--- config.mk ---
export PLATFORM = sky130hd
export DESIGN_NAME = rau_ctrl
export DESIGN_NICKNAME = d
export VERILOG_FILES = /design/src/hw/rtl/rau_pkg.sv /design/src/hw/rtl/rau_ctrl.sv
export SDC_FILE = /design/constraint.sdc
export NUM_CORES = 1
export LEC_CHECK = 0
export CAP_MARGIN = 5
export CORE_AREA = 2 2 39 41
export CTS_CLUSTER_DIAMETER = 200
export DETAILED_ROUTE_END_ITERATION = 12
export DIE_AREA = 0 0 41 43
export DONT_BUFFER_PORTS = 1
export GPL_TIMING_DRIVEN = 0
export PLACE_DENSITY = 0.41
export REMOVE_ABC_BUFFERS = 1
export SETUP_SLACK_MARGIN = 0.05
export SYNTH_ARGS = -nofsm -noshare
export SYNTH_HDL_FRONTEND = slang
export SYNTH_SLANG_ARGS = --single-unit
export TNS_END_PERCENT = 20
--- constraint.sdc ---
create_clock -name clk -period 3.2 [get_ports clk]
set_input_delay 0.16 -clock clk [delete_from_list [all_inputs] [get_ports clk]]
set_output_delay 0.16 -clock clk [all_outputs]
set_load 0.005 [all_outputs]
--- src/hw/rtl/rau_pkg.sv ---
// shared types and constants for the rational arithmetic unit
package rau_pkg;

    typedef enum logic [2:0] {
        OP_REDUCE = 3'd0,
        OP_ADD    = 3'd1,
        OP_SUB    = 3'd2,
        OP_MUL    = 3'd3,
        OP_DIV    = 3'd4
    } op_t;

    typedef enum logic [1:0] {
        ST_OK       = 2'd0,
        ST_ZERO_DEN = 2'd1,
        ST_DIV_ZERO = 2'd2,
        ST_OVERFLOW = 2'd3
    } status_t;

    typedef struct packed {
        logic load;
        logic mul1;
        logic mul2;
        logic combine;
        logic gcd_start;
        logic div_start;
        logic finish;
    } cmd_t;

    typedef struct packed {
        logic err;
        logic zero_num;
        logic gcd_done;
        logic div_done;
    } sts_t;

endpackage

--- src/hw/rtl/rau_ctrl.sv ---
// controller: sequences load, products, gcd, divide and result transfer
module rau_ctrl (
    input  logic          clk,
    input  logic          rst_n,
    input  logic          in_valid,
    output logic          in_stall,
    output logic          out_valid,
    input  logic          out_stall,
    output rau_pkg::cmd_t cmd,
    input  rau_pkg::sts_t sts
);
    typedef enum logic [3:0] {
        S_IDLE, S_MUL1, S_MUL2, S_COMB, S_CHECK, S_GCD, S_DIV, S_FIN, S_OUT
    } state_t;

    state_t state_reg;
    logic   out_valid_reg;

    assign in_stall  = (state_reg != S_IDLE) && !(state_reg == S_OUT && !out_stall);
    assign out_valid = out_valid_reg;

    always_comb
    begin
        cmd = '0;
        cmd.load      = in_valid && !in_stall;
        cmd.mul1      = (state_reg == S_MUL1);
        cmd.mul2      = (state_reg == S_MUL2);
        cmd.combine   = (state_reg == S_COMB);
        cmd.gcd_start = (state_reg == S_CHECK) && !sts.err && !sts.zero_num;
        cmd.div_start = (state_reg == S_GCD) && sts.gcd_done;
        cmd.finish    = (state_reg == S_FIN);
    end

    always_ff @(posedge clk or negedge rst_n)
    begin
        if (!rst_n)
        begin
            state_reg     <= S_IDLE;
            out_valid_reg <= 1'b0;
        end
        else
        begin
            unique case (state_reg)
                S_IDLE:
                    if (in_valid)
                        state_reg <= S_MUL1;
                S_MUL1:  state_reg <= S_MUL2;
                S_MUL2:  state_reg <= S_COMB;
                S_COMB:  state_reg <= S_CHECK;
                S_CHECK:
                    if (sts.err || sts.zero_num)
                        state_reg <= S_FIN;
                    else
                        state_reg <= S_GCD;
                S_GCD:
                    if (sts.gcd_done)
                        state_reg <= S_DIV;
                S_DIV:
                    if (sts.div_done)
                        state_reg <= S_FIN;
                S_FIN:
                begin
                    state_reg     <= S_OUT;
                    out_valid_reg <= 1'b1;
                end
                S_OUT:
                    if (!out_stall)
                    begin
                        out_valid_reg <= 1'b0;
                        state_reg     <= in_valid ? S_MUL1 : S_IDLE;
                    end
                default: state_reg <= S_IDLE;
            endcase
        end
    end

endmodule
* Yosys cells after proc, flatten, opt, wreduce, memory -nomap -nowiden
Cells that the tools add are included.
** Storage, ports and cells
- Flip-flop bits (word level) :: 5
** Operators by class
- Equal/unequal tests :: 12
- Multiplexer cells :: 9
- Reductions and logical operators :: 17
** Operators by type and width (number)
- one-hot mux 4 bit (9 select lines) :: 1
- equality test 4 x 3 -> 1 bit (second input constant) :: 4
- two-way mux 4 bit :: 4
- equality test 4 x 2 -> 1 bit (second input constant) :: 2
- inequality test 2 bit (second input constant) :: 4
- logical AND 1 bit :: 6
- logical NOT 1 bit :: 5
- equality test 4 x 1 -> 1 bit (second input constant) :: 1
- equality test 4 bit (second input constant) :: 1
- logical NOT 4 bit :: 1
- AND reduction 4 bit :: 1
- nonzero test 4 bit :: 1
- two-way mux 1 bit :: 2
- two-way mux 2 bit :: 1
- one-hot mux 1 bit (2 select lines) :: 1
- AND reduction 2 bit :: 1
- nonzero test 2 bit :: 1
- logical OR 1 bit :: 1

* Depth between registers and ports, before layout
Gate-level depths: netlist of run 1.
- Word-level depth :: 6
- Depth in mapped cells :: 4
- Depth with buffers taken out :: 3

* Worst setup path after synthesis of run 1
No wires, ideal clock.
- Kind :: reg-to-reg
- From :: reg state_reg[0]
- To :: reg out_valid_reg, in the netlist out_valid
- Library setup time :: 0.119 ns
- Data arrival time :: 1.113 ns
- Path slack :: 1.968 ns
- Cell stages (with the launch flop) :: 4
- Period minus slack after synthesis :: 1.232 ns
- Path through :: dfrtp_1 > or4b_1 > a21oi_1 > nor2_1
** Between the ends
- Cells in the longest elaborated chain, start to end :: 3
- Elaborated cells on any way between the ends :: 6
- Those cells by class :: eq/ne: 3; mux: 1; reduce/logical: 2
** Ends and longest elaborated chain
- from (decl) :: RTL line rau_ctrl.sv:16 : state_t state_reg;
- from (signal assigned) :: RTL line rau_ctrl.sv:70 : state_reg <= in_valid ? S_MUL1 : S_IDLE;
- equality test 4 bit / equality test 4 x 3 -> 1 bit (equally long branches) :: RTL line rau_ctrl.sv:43 : unique case (state_reg)
- inequality test 2 bit (no line) / nonzero test 2 bit (equally long branches)
- AND reduction 2 bit (no line)
- to (signal assigned) :: RTL line rau_ctrl.sv:39 : out_valid_reg <= 1'b0;
- to (signal assigned) :: RTL line rau_ctrl.sv:64 : out_valid_reg <= 1'b1;
- to (signal assigned) :: RTL line rau_ctrl.sv:69 : out_valid_reg <= 1'b0;
- to (decl) :: RTL line rau_ctrl.sv:17 : logic out_valid_reg;
Parallel ways exist; a longest one is shown, timed or not.
A chain may end at the register's enable or synchronous reset.

==> out/summary.txt, run 1 <==
STA
----------------------------------------------------------------------------------------------------
Top achievable clock speed ............................................................      654 MHz
Worst setup skew after layout .........................................................  0.000941 ns
Period utilisation layout .............................................................        47.8%
Final Hold Vio Count ..................................................................            0
Slew Limit Headroom ...................................................................        75.0%
Max-slew violation count ..............................................................            0
Total negative slack for setup checks .................................................         0 ns
Worst slack on hold paths .............................................................    0.0612 ns
Unrepaired setup endpoints after global routing .......................................           no
Final-report setup violation count ....................................................            0
Final min period ......................................................................      1.53 ns
Worst slew pin tran ...................................................................     0.372 ns

FINAL LAYOUT
----------------------------------------------------------------------------------------------------
Final layout net count ................................................................           52
Flip-flop count of the largest register, all copies and words added ...................            4
Signed area change from the synthesized netlist to the final layout ...................        14.4%
Fraction of final layout cells with drive strength greater than 1 .....................        9.30%
Finished Layout Cells .................................................................           59
Final Core Density ....................................................................        27.2%
Number of antenna cells inserted ......................................................            0

SYNTH
----------------------------------------------------------------------------------------------------
Proportion of netlist area held by the largest area contributor .......................        38.0%
Syn Std Cell Area .....................................................................      329 µm²
Share of flip-flops with an asynchronous set or reset .................................         100%
Top_reg_cell synth .................................................................... sky130_fd_sc_hd__dfrtp_1
Cell type with the highest aggregate area in the netlist .............................. sky130_fd_sc_hd__dfrtp_1
Gate Count Post-Synth .................................................................           40
Number of flops mapped to enable cells by yosys .......................................            0
Fraction of the yosys area taken by sequential cells ..................................        38.0%
Leading cell types by count after synthesis ........................................... 5 x sky130_fd_sc_hd__dfrtp_1, 5 x sky130_fd_sc_hd__nor2_1, 4 x sky130_fd_sc_hd__nand2_1, 3 x sky130_fd_sc_hd__o21ai_0
Count of yosys warnings during synthesis ..............................................            0
Number of flip-flops and latches in the synthesized netlist ...........................            5
Top cells by area, synth .............................................................. sky130_fd_sc_hd__dfrtp_1 38%, sky130_fd_sc_hd__nor2_1 5.7%, sky130_fd_sc_hd__o21ai_0 4.6%
Mean instance size in the synthesized netlist .........................................     8.23 µm²
Count of distinct cell types in the synthesized netlist ...............................           23

GLOBAL ROUTE
----------------------------------------------------------------------------------------------------
Largest net degree at the start of global routing .....................................           13
Number of global-route vias before repair .............................................          305
Remaining global-route overflow .......................................................            0
Global-route wire length before repair ................................................      1.24 mm
Total track usage .....................................................................        10.8%
Initial antenna violation count .......................................................            0

SETUP PATH
----------------------------------------------------------------------------------------------------
Reg2Reg Setup Slack ...................................................................      1.86 ns
Cell family contributing the most delay on the critical path .......................... simple AND/OR/NAND/NOR gates
Number of buffers and inverters on the critical path ..................................            0
Critical path launch point type .......................................................    flip-flop
Crit path required time ...............................................................      3.04 ns
Number of cell instances on the worst register-to-register path .......................            3
Crit path from ........................................................................ state_reg[1]
Launching point of the worst reg2reg path ............................................. state_reg[2]
End of the worst register-to-register path ............................................    out_valid
Kind of critical path .................................................................   reg -> out
Arrival time of data at the critical path endpoint ....................................      1.37 ns
Type of destination of the critical path ..............................................  output port
Critical Path, Cell by Cell ........................................................... or4_1 > nor2_1
Slowest Stage Delay on Critical Path ..................................................      0.54 ns
Maximum fanout count along the critical path ..........................................            9
Slowest-stage cell, CP ................................................................ sky130_fd_sc_hd__or4_1

PLACE
----------------------------------------------------------------------------------------------------
Routability congestion estimate from global placement .................................        0.610
Post-placement cell count .............................................................           54
Port Buffer Count .....................................................................            0
HPWL Detailed .........................................................................       658 µm

ROUTING
----------------------------------------------------------------------------------------------------
DRT Pass-1 Iters ......................................................................            3
Iter 0 DRT Violations .................................................................            2
ANT nets after route ..................................................................            0
Total vias in the final route .........................................................          308
Remaining routing DRC violations ......................................................            0
Total length of routed wires ..........................................................       788 µm
Routed wirelength normalized by instance count ........................................      13.4 µm
Post-DR vias/cell .....................................................................         5.22

JOB
----------------------------------------------------------------------------------------------------
# Max-Cap Violations ..................................................................            0

DIE
----------------------------------------------------------------------------------------------------
Initial Util ..........................................................................        23.8%
Overall die area ......................................................................  0.00176 mm²
Die Width .............................................................................        41 µm
Die outline height ....................................................................        43 µm
Core region area ......................................................................  0.00138 mm²
Count of boundary I/O pins ............................................................           17
# rows ................................................................................           14

CLOCKING
----------------------------------------------------------------------------------------------------
CTS Buf Count .........................................................................            3
Setup bufs post-CTS ...................................................................            0
Maximum clock insertion buffer count ..................................................            2
Number of levels the H-tree was split into ............................................            1
TritonCTS clock tree ..................................................................        built
Number of gates given a new drive strength after cts ..................................            0
Clock-pin slew reported for the worst setup and hold paths after clock tree synthesis .      0.04 ns
Root Buffer ........................................................................... sky130_fd_sc_hd__clkbuf_4
Quantity of hold-fixing buffers added after cts .......................................            1
CTS sink count ........................................................................            5
Clk_lat worst skew ....................................................................      0.24 ns

PWR
----------------------------------------------------------------------------------------------------
Power per Cell Area ...................................................................   999 mW/mm²
Pleak .................................................................................     0.147 nW
Overall power after layout ............................................................     0.376 mW
Max rail drop VDD .....................................................................     0.253 mV

HOLD PATH
----------------------------------------------------------------------------------------------------
Min-Delay Path Depth ..................................................................            1
Destination of the worst hold path .................................................... state_reg[0]
Hold_sp ...............................................................................       sts[1]
Hold Crit Class .......................................................................    in -> reg

STATUS
----------------------------------------------------------------------------------------------------
Status ................................................................................    completed

## how the worst max path moves through the flow
stage               cells after the start         to  slack (ns)
floorplan                               3  out_valid        1.95
global placement                        3  out_valid        1.88
detailed placement                      3  out_valid        1.87
CTS                                     2     cmd[2]        1.66
global route                            2     cmd[2]        1.61
finish                                  2     cmd[2]        1.67
## cells in the final DEF, fill, tap and decap left out, types with 2 or more instances in the layout
cell type	count
sky130_fd_sc_hd__clkbuf_4	3
sky130_fd_sc_hd__a21oi_1	2
sky130_fd_sc_hd__dfrtp_1	5
sky130_fd_sc_hd__o21ai_0	3
sky130_fd_sc_hd__nand2_1	4
sky130_fd_sc_hd__nor3_1	2
sky130_fd_sc_hd__and3_1	2
sky130_fd_sc_hd__nor2_1	5
sky130_fd_sc_hd__nor2b_1	2
## routing by layer
layer	routed length [µm]	GRT usage [%]	vias to the layer above
met5	0	0	-
met1	309	10.2	145
met2	410	17.8	9
met4	0	8.00	0
met3	68	3.66	0
li1	-	-	154
## metrics by stage
| step | setup slack [ns] | area (µm²) |
|---|---|---|
| after floorplan | 1.95 | 320 |
| after global placement | 1.88 | 340 |
| after detailed placement | 1.87 | 340 |
| after CTS | 1.66 | 377 |
| after global routing | 1.61 | 377 |
| final | 1.67 | 377 |
## kinds of logic (layout without fill, tap and decap cells)
logic type	Yosys count	after routing	share of synthesized area, %
DFF	5	5	38.0
AOI/OAI and AO/OA	9	9	17.5
buffers and inverters	3	6	3.80
xor gates and xnor gates	1	1	2.66
and+or+nand+nor	22	22	38.0
## where the power goes
group / leakage [nW] / internal, mW / switching, mW
Sequential: 0.0631 / 0.0943 / 0.0605
Clock: 0.0150 / 0.0470 / 0.0240
Combinational: 0.0686 / 0.0693 / 0.0811
Total: 0.147 / 0.211 / 0.166
## area by class of cell
class / count / area [µm²]
flip-flops and latches: 5 / 125
fillers: 158 / 1010
inverters: 1 / 3.75
well taps: 16 / 20.0
clock buffers: 4 / 26.3
multi-input cells: 32 / 191
repair buffers: 1 / 10.0
(Power assumes the default switching activity.)
==> run 2, diff against run 1 <==
==> constraint.sdc (replaced) <==
create_clock -name clk -period 1.5 [get_ports clk]
set_input_delay 0.075 -clock clk [delete_from_list [all_inputs] [get_ports clk]]
set_output_delay 0.075 -clock clk [all_outputs]
set_load 0.005 [all_outputs]
==> run 2 against run 1 <==
Sequential power rose by 110%. Combinational power rose by 150%. Cell count grew 6.8%. Global-route usage rose by 0.81 points. Flip-flop and latch count unchanged. Highest routed layer unchanged. Clock skew hardly changed. Largest power group is now combinational cells. Register-to-register slack worse by 1.7 ns.
==> out/summary.txt, run 2 (same netlist as run 1, synthesis figures left out) <==
STATUS
----------------------------------------------------------------------------------------------------
Status ................................................................................    completed

ROUTING
----------------------------------------------------------------------------------------------------
Post-DR vias/cell .....................................................................         5.13   -1.8%
Routed wirelength normalized by instance count ........................................      13.5 µm   +1.0%
Remaining routing DRC violations ......................................................            0   unchanged
Iter 0 DRT Violations .................................................................            3   +1
Total length of routed wires ..........................................................       850 µm   +7.9%
Total vias in the final route .........................................................          323   +4.9%
DRT Pass-1 Iters ......................................................................            2   -1
ANT nets after route ..................................................................            0   unchanged

SETUP PATH
----------------------------------------------------------------------------------------------------
Kind of critical path .................................................................   reg -> out
Slowest Stage Delay on Critical Path ..................................................      0.55 ns   about the same
Slowest-stage cell, CP ................................................................ sky130_fd_sc_hd__or4_1
Maximum fanout count along the critical path ..........................................            8   -1
Critical path launch point type .......................................................    flip-flop
Critical Path, Cell by Cell ........................................................... or4_1 > nor2_2
Arrival time of data at the critical path endpoint ....................................      1.34 ns   -0.03 ns
Crit path required time ...............................................................      1.42 ns   -1.62 ns
Type of destination of the critical path ..............................................  output port

DIE
----------------------------------------------------------------------------------------------------
Die outline height ....................................................................        43 µm   unchanged
# rows ................................................................................           14   unchanged
Overall die area ......................................................................  0.00176 mm²   unchanged
Core region area ......................................................................  0.00138 mm²   unchanged
Count of boundary I/O pins ............................................................           17   unchanged
Initial Util ..........................................................................        23.8%   unchanged
Die Width .............................................................................        41 µm   unchanged

CLOCKING
----------------------------------------------------------------------------------------------------
Clock-pin slew reported for the worst setup and hold paths after clock tree synthesis .      0.04 ns   about the same
TritonCTS clock tree ..................................................................        built
CTS Buf Count .........................................................................            3   unchanged
Number of levels the H-tree was split into ............................................            1   unchanged
Root Buffer ........................................................................... sky130_fd_sc_hd__clkbuf_4
CTS sink count ........................................................................            5   unchanged
Clk_lat worst skew ....................................................................      0.24 ns   about the same
Maximum clock insertion buffer count ..................................................            2   unchanged

GLOBAL ROUTE
----------------------------------------------------------------------------------------------------
Remaining global-route overflow .......................................................            0   unchanged
Total track usage .....................................................................        11.6%   +0.81 points
Largest net degree at the start of global routing .....................................           13   unchanged
Number of global-route vias before repair .............................................          312   +2.3%
Initial antenna violation count .......................................................            0   unchanged
Global-route wire length before repair ................................................      1.35 mm   +8.3%

STA
----------------------------------------------------------------------------------------------------
Worst slew pin tran ...................................................................     0.378 ns   +0.00599 ns
Top achievable clock speed ............................................................      708 MHz
Final Hold Vio Count ..................................................................            0   unchanged
Worst setup skew after layout .........................................................  0.000940 ns   -0.000000972 ns
Unrepaired setup endpoints after global routing .......................................          yes
Max-slew violation count ..............................................................            0   unchanged
Slew Limit Headroom ...................................................................        74.6%   -0.40 points
Period utilisation layout .............................................................        94.1%
Worst slack on hold paths .............................................................    0.0519 ns   -0.00925 ns
Total negative slack for setup checks .................................................         0 ns   unchanged
Final min period ......................................................................      1.41 ns
Post-layout worst setup margin ........................................................    0.0883 ns   -1.58 ns
Final-report setup violation count ....................................................            0   unchanged

PWR
----------------------------------------------------------------------------------------------------
Power per Cell Area ...................................................................  2060 mW/mm²   +110%
Max rail drop VDD .....................................................................     0.539 mV   +110%
Pleak .................................................................................     0.162 nW   +11%

PLACE
----------------------------------------------------------------------------------------------------
Pre-CTS setup slack ...................................................................     0.170 ns   -1.70 ns
Placed inst area ......................................................................      340 µm²   unchanged
HPWL Detailed .........................................................................       658 µm   unchanged
Routability congestion estimate from global placement .................................        0.610   unchanged
Port Buffer Count .....................................................................            0   unchanged

FINAL LAYOUT
----------------------------------------------------------------------------------------------------
Final Core Density ....................................................................        30.1%   +2.9 points
Sequential cell area ..................................................................      128 µm²   +2.0%
Multi-input combinational cell area ...................................................      194 µm²   +1.3%
Fraction of final layout cells with drive strength greater than 1 .....................        19.1%   +9.8 points
Flip-flop count of the largest register, all copies and words added ...................            4   unchanged
Final layout net count ................................................................           56   +7.7%
Number of filler instances in the final layout ........................................          157   -0.63%
Most used cells in the layout excluding fill and tap cells ............................ 4 x sky130_fd_sc_hd__nand2_1, 4 x sky130_fd_sc_hd__nor2_1
Signed area change from the synthesized netlist to the final layout ...................        26.6%
Number of antenna cells inserted ......................................................            0   unchanged
Final instance area ...................................................................      417 µm²   +11%

JOB
----------------------------------------------------------------------------------------------------
# Max-Cap Violations ..................................................................            0   unchanged

HOLD PATH
----------------------------------------------------------------------------------------------------
Hold Crit Class .......................................................................    in -> reg

[run 2: worst paths after layout]
| check | from | end | slack, ns | cells past startpoint |
|---|---|---|---|---|
| hold / removal | in_valid | state_reg[0] | 0.05 | 2 |
| hold reg to reg | out_valid | out_valid | 0.56 | 2 |
| setup reg to reg | state_reg[2] | out_valid | 0.16 | 3 |
| setup / recovery | state_reg[1] | cmd[2] | 0.09 | 2 |
| max in group asynchronous | rst_n | state_reg[1] | 1.16 | 1 |
| min in group asynchronous | rst_n | out_valid | 0.13 | 1 |
[run 2: final cells by class]
| type | instances | area share [%] |
|---|---|---|
| well taps | 16 | 4.80 |
| multi-input cells | 32 | 46.5 |
| repair buffers | 5 | 10.8 |
| inverters | 1 | 0.901 |
| clock buffers | 4 | 6.31 |
| flip-flops and latches | 5 | 30.6 |
[run 2: power by group]
group / switching (mW) / internal [mW] / total (mW) / leakage (nW)
logic: 0.189 / 0.184 / 0.373 / 0.0864
registers: 0.126 / 0.207 / 0.333 / 0.0609
clock network: 0.0512 / 0.100 / 0.151 / 0.0150
[run 2: repair_timing]
action / 4_1_cts / 5_1_grt
endpoints found under the setup margin: 1 / 2
resized for setup: 1 / 2
hold buffers: 3 / 0
pin swaps: 0 / 0
endpoints found under the hold margin: 7 / 0
buffers inserted: 0 / 2
[run 2: metal layers]
layer	track usage, %	part of all wire, %	vias up
met5	0	0	-
met4	8.00	0	0
met3	3.14	8.8	0
met2	17.8	51	10
met1	13.1	40	151
li1	-	-	162
[run 2: critical path, delay by kind of cell, from the launching register on]
| family | cells | cell delay [ns] |
|---|---|---|
| simple gates | 2 | 0.66 |
| flops | 1 | 0.44 |
[run 2: per-stage QoR]
stage / total power [mW] / instances
2_1_floorplan: 0.565 / 38
3_3_place_gp: 0.641 / 54
3_5_place_dp: 0.654 / 54
4_1_cts: 0.825 / 61
5_1_grt: 0.944 / 63
6_report: 0.858 / 63
==> run 3, diff against run 2 <==
--- a/config.mk
+++ b/config.mk
@@ -6,12 +6,11 @@
 export NUM_CORES = 1
 export LEC_CHECK = 0
 export CAP_MARGIN = 5
-export CORE_AREA = 2 2 39 41
+export CORE_AREA = 4 4 41 43
 export CTS_CLUSTER_DIAMETER = 200
 export DETAILED_ROUTE_END_ITERATION = 12
-export DIE_AREA = 0 0 41 43
+export DIE_AREA = 0 0 45 47
 export DONT_BUFFER_PORTS = 1
-export GPL_TIMING_DRIVEN = 0
 export PLACE_DENSITY = 0.41
 export REMOVE_ABC_BUFFERS = 1
 export SETUP_SLACK_MARGIN = 0.05
==> run 3 against run 2 <==
Via count rose by 0.62%. Fmax fell by 1.6%. Register-to-register slack improved by 0.04 ns. First-iteration DRC count rose by 33%. Die area rose by 20%.
==> out/summary.txt, run 3 (same netlist as run 1, synthesis figures left out) <==
ROUTING
----------------------------------------------------------------------------------------------------
Iter 0 DRT Violations .................................................................            4   +1
Remaining routing DRC violations ......................................................            0   unchanged
Post-DR vias/cell .....................................................................         5.33   +3.9%
Routed wirelength normalized by instance count ........................................      13.9 µm   +3.2%
Total vias in the final route .........................................................          325   +0.62%
Total length of routed wires ..........................................................       849 µm   -0.12%
ANT nets after route ..................................................................            0   unchanged
DRT Pass-1 Iters ......................................................................            3   +1

PWR
----------------------------------------------------------------------------------------------------
Overall power after layout ............................................................     0.868 mW   +1.3%
Power per Cell Area ...................................................................  2100 mW/mm²   +1.9%
Max rail drop VDD .....................................................................     0.732 mV   +36%
Pleak .................................................................................     0.163 nW   +0.68%

DIE
----------------------------------------------------------------------------------------------------
Overall die area ......................................................................  0.00212 mm²   +20%
Core region area ......................................................................  0.00130 mm²   -6.0%
Die Width .............................................................................        45 µm   +9.8%
Initial Util ..........................................................................        25.3%   +1.5 points
# rows ................................................................................           13   -1
Die outline height ....................................................................        47 µm   +9.3%
Count of boundary I/O pins ............................................................           17   unchanged

CLOCKING
----------------------------------------------------------------------------------------------------
Root Buffer ........................................................................... sky130_fd_sc_hd__clkbuf_4
Clock-pin slew reported for the worst setup and hold paths after clock tree synthesis .      0.04 ns   about the same
Clk_lat worst skew ....................................................................      0.24 ns   about the same
Maximum clock insertion buffer count ..................................................            2   unchanged
CTS Buf Count .........................................................................            3   unchanged
Setup bufs post-CTS ...................................................................            0   unchanged
CTS sink count ........................................................................            5   unchanged
Number of levels the H-tree was split into ............................................            1   unchanged
TritonCTS clock tree ..................................................................        built

SETUP PATH
----------------------------------------------------------------------------------------------------
Number of cell instances on the worst register-to-register path .......................            3   unchanged
Critical Path, Cell by Cell ........................................................... or4_1 > nor2_2
Slowest-stage cell, CP ................................................................ sky130_fd_sc_hd__or4_1
Type of destination of the critical path ..............................................  output port
Kind of critical path .................................................................   reg -> out
Cell family contributing the most delay on the critical path .......................... simple AND/OR/NAND/NOR gates
Critical path launch point type .......................................................    flip-flop
Maximum fanout count along the critical path ..........................................            9   +1
Critical path depth in cells ..........................................................            2   unchanged
Arrival time of data at the critical path endpoint ....................................      1.36 ns   +0.02 ns
Slowest Stage Delay on Critical Path ..................................................      0.55 ns   about the same
Crit path required time ...............................................................      1.42 ns   about the same
Number of buffers and inverters on the critical path ..................................            0   unchanged

GLOBAL ROUTE
----------------------------------------------------------------------------------------------------
Global-route wire length before repair ................................................      1.44 mm   +7.2%
Largest net degree at the start of global routing .....................................           11   -2
Initial antenna violation count .......................................................            0   unchanged
Number of global-route vias before repair .............................................          334   +7.1%
Remaining global-route overflow .......................................................            0   unchanged
Total track usage .....................................................................        9.55%   -2.1 points

STA
----------------------------------------------------------------------------------------------------
Final Hold Vio Count ..................................................................            0   unchanged
Final min period ......................................................................      1.43 ns   +0.0228 ns
Total negative slack for setup checks .................................................         0 ns   unchanged
Top achievable clock speed ............................................................      697 MHz   -1.6%
Worst slew pin tran ...................................................................     0.370 ns   -0.00847 ns
Period utilisation layout .............................................................        95.6%   +1.5 points
Max-slew violation count ..............................................................            0   unchanged
Final-report setup violation count ....................................................            0   unchanged
Unrepaired setup endpoints after global routing .......................................          yes
Worst setup skew after layout ......................................................... 0.0000830 ns   -0.000857 ns
Slew Limit Headroom ...................................................................        75.0%   +0.41 points

FINAL LAYOUT
----------------------------------------------------------------------------------------------------
Most used cells in the layout excluding fill and tap cells ............................ 4 x sky130_fd_sc_hd__nand2_1, 4 x sky130_fd_sc_hd__nor2_1, 4 x sky130_fd_sc_hd__dfrtp_1
Signed area change from the synthesized netlist to the final layout ...................        25.9%
Number of antenna cells inserted ......................................................            0   unchanged
Final layout net count ................................................................           55   -1.8%
Flip-flop count of the largest register, all copies and words added ...................            4   unchanged
Fraction of final layout cells with drive strength greater than 1 .....................        21.7%   +2.6 points

JOB
----------------------------------------------------------------------------------------------------
# Max-Cap Violations ..................................................................            0   unchanged

HOLD PATH
----------------------------------------------------------------------------------------------------
Hold Crit Class .......................................................................    in -> reg
Min-Delay Path Depth ..................................................................            1   -1

PLACE
----------------------------------------------------------------------------------------------------
Routability congestion estimate from global placement .................................        0.816   +34%
Port Buffer Count .....................................................................            0   unchanged
HPWL Detailed .........................................................................       696 µm   +5.7%

STATUS
----------------------------------------------------------------------------------------------------
Status ................................................................................    completed

## run 3: cell count changes in the layout (fill, tap and decap cells not counted), sizes merged
cell | previous run | this run
dlygate4sd3 | 3 | 2
## run 3: final timing paths
path                                    from            to  slack, ns
worst min-delay path               out_stall  state_reg[3]       0.02
worst max-delay path            state_reg[1]        cmd[2]       0.07
min in group asynchronous              rst_n  state_reg[0]       0.13
max in group asynchronous              rst_n  state_reg[1]       1.17
worst min register to register     out_valid     out_valid       0.58
worst max register to register  state_reg[0]     out_valid       0.20
## run 3: layer usage
layer / up-vias / share of wire [%] / wire length (µm) / track usage [%]
li1: 159 / - / - / -
met1: 155 / 37 / 314 / 10.4
met2: 11 / 52 / 442 / 16.1
met3: 0 / 11 / 91 / 2.30
met4: 0 / 0 / 0 / 7.02
met5: - / 0 / 0 / 0
## run 3: stage by stage
stage / util (%) / setup slack, ns / cell area [µm²] / hold WS (ns) / std cells
finish: 31.8 / 0.0655 / 414 / 0.0197 / 61
global route: 31.8 / -0.00287 / 414 / 0.0127 / 61
CTS: 31.1 / 0.0547 / 404 / 0.000910 / 61
detailed placement: 27.2 / 0.210 / 354 / -0.220 / 55
global placement: 27.2 / 0.217 / 354 / -0.220 / 55
floorplan: - / 0.247 / 320 / -0.221 / 38
## run 3: layout make-up
cell class	count	area, µm²
Inverter	1	3.75
Fill cell	141	887
Tap cell	15	18.8
Multi-Input combinational cell	32	204
Clock buffer	4	26.3
Timing Repair Buffer	4	35.0
Sequential cell	5	126
## run 3: what timing repair did
action | in CTS | in global routing
pin swaps | 0 | 0
gates resized for setup | 2 | 2
cloned | 0 | 0
endpoints found under the setup margin | 1 | 3
hold buffers | 2 | 0
endpoints found under the hold margin | 6 | 0
## run 3: report_power, final
group | switching [mW] | leakage (nW) | internal (mW)
registers | 0.0900 | 0.0620 | 0.205
clock network | 0.0501 | 0.0150 | 0.100
logic | 0.237 | 0.0865 | 0.187
total | 0.377 | 0.163 | 0.491
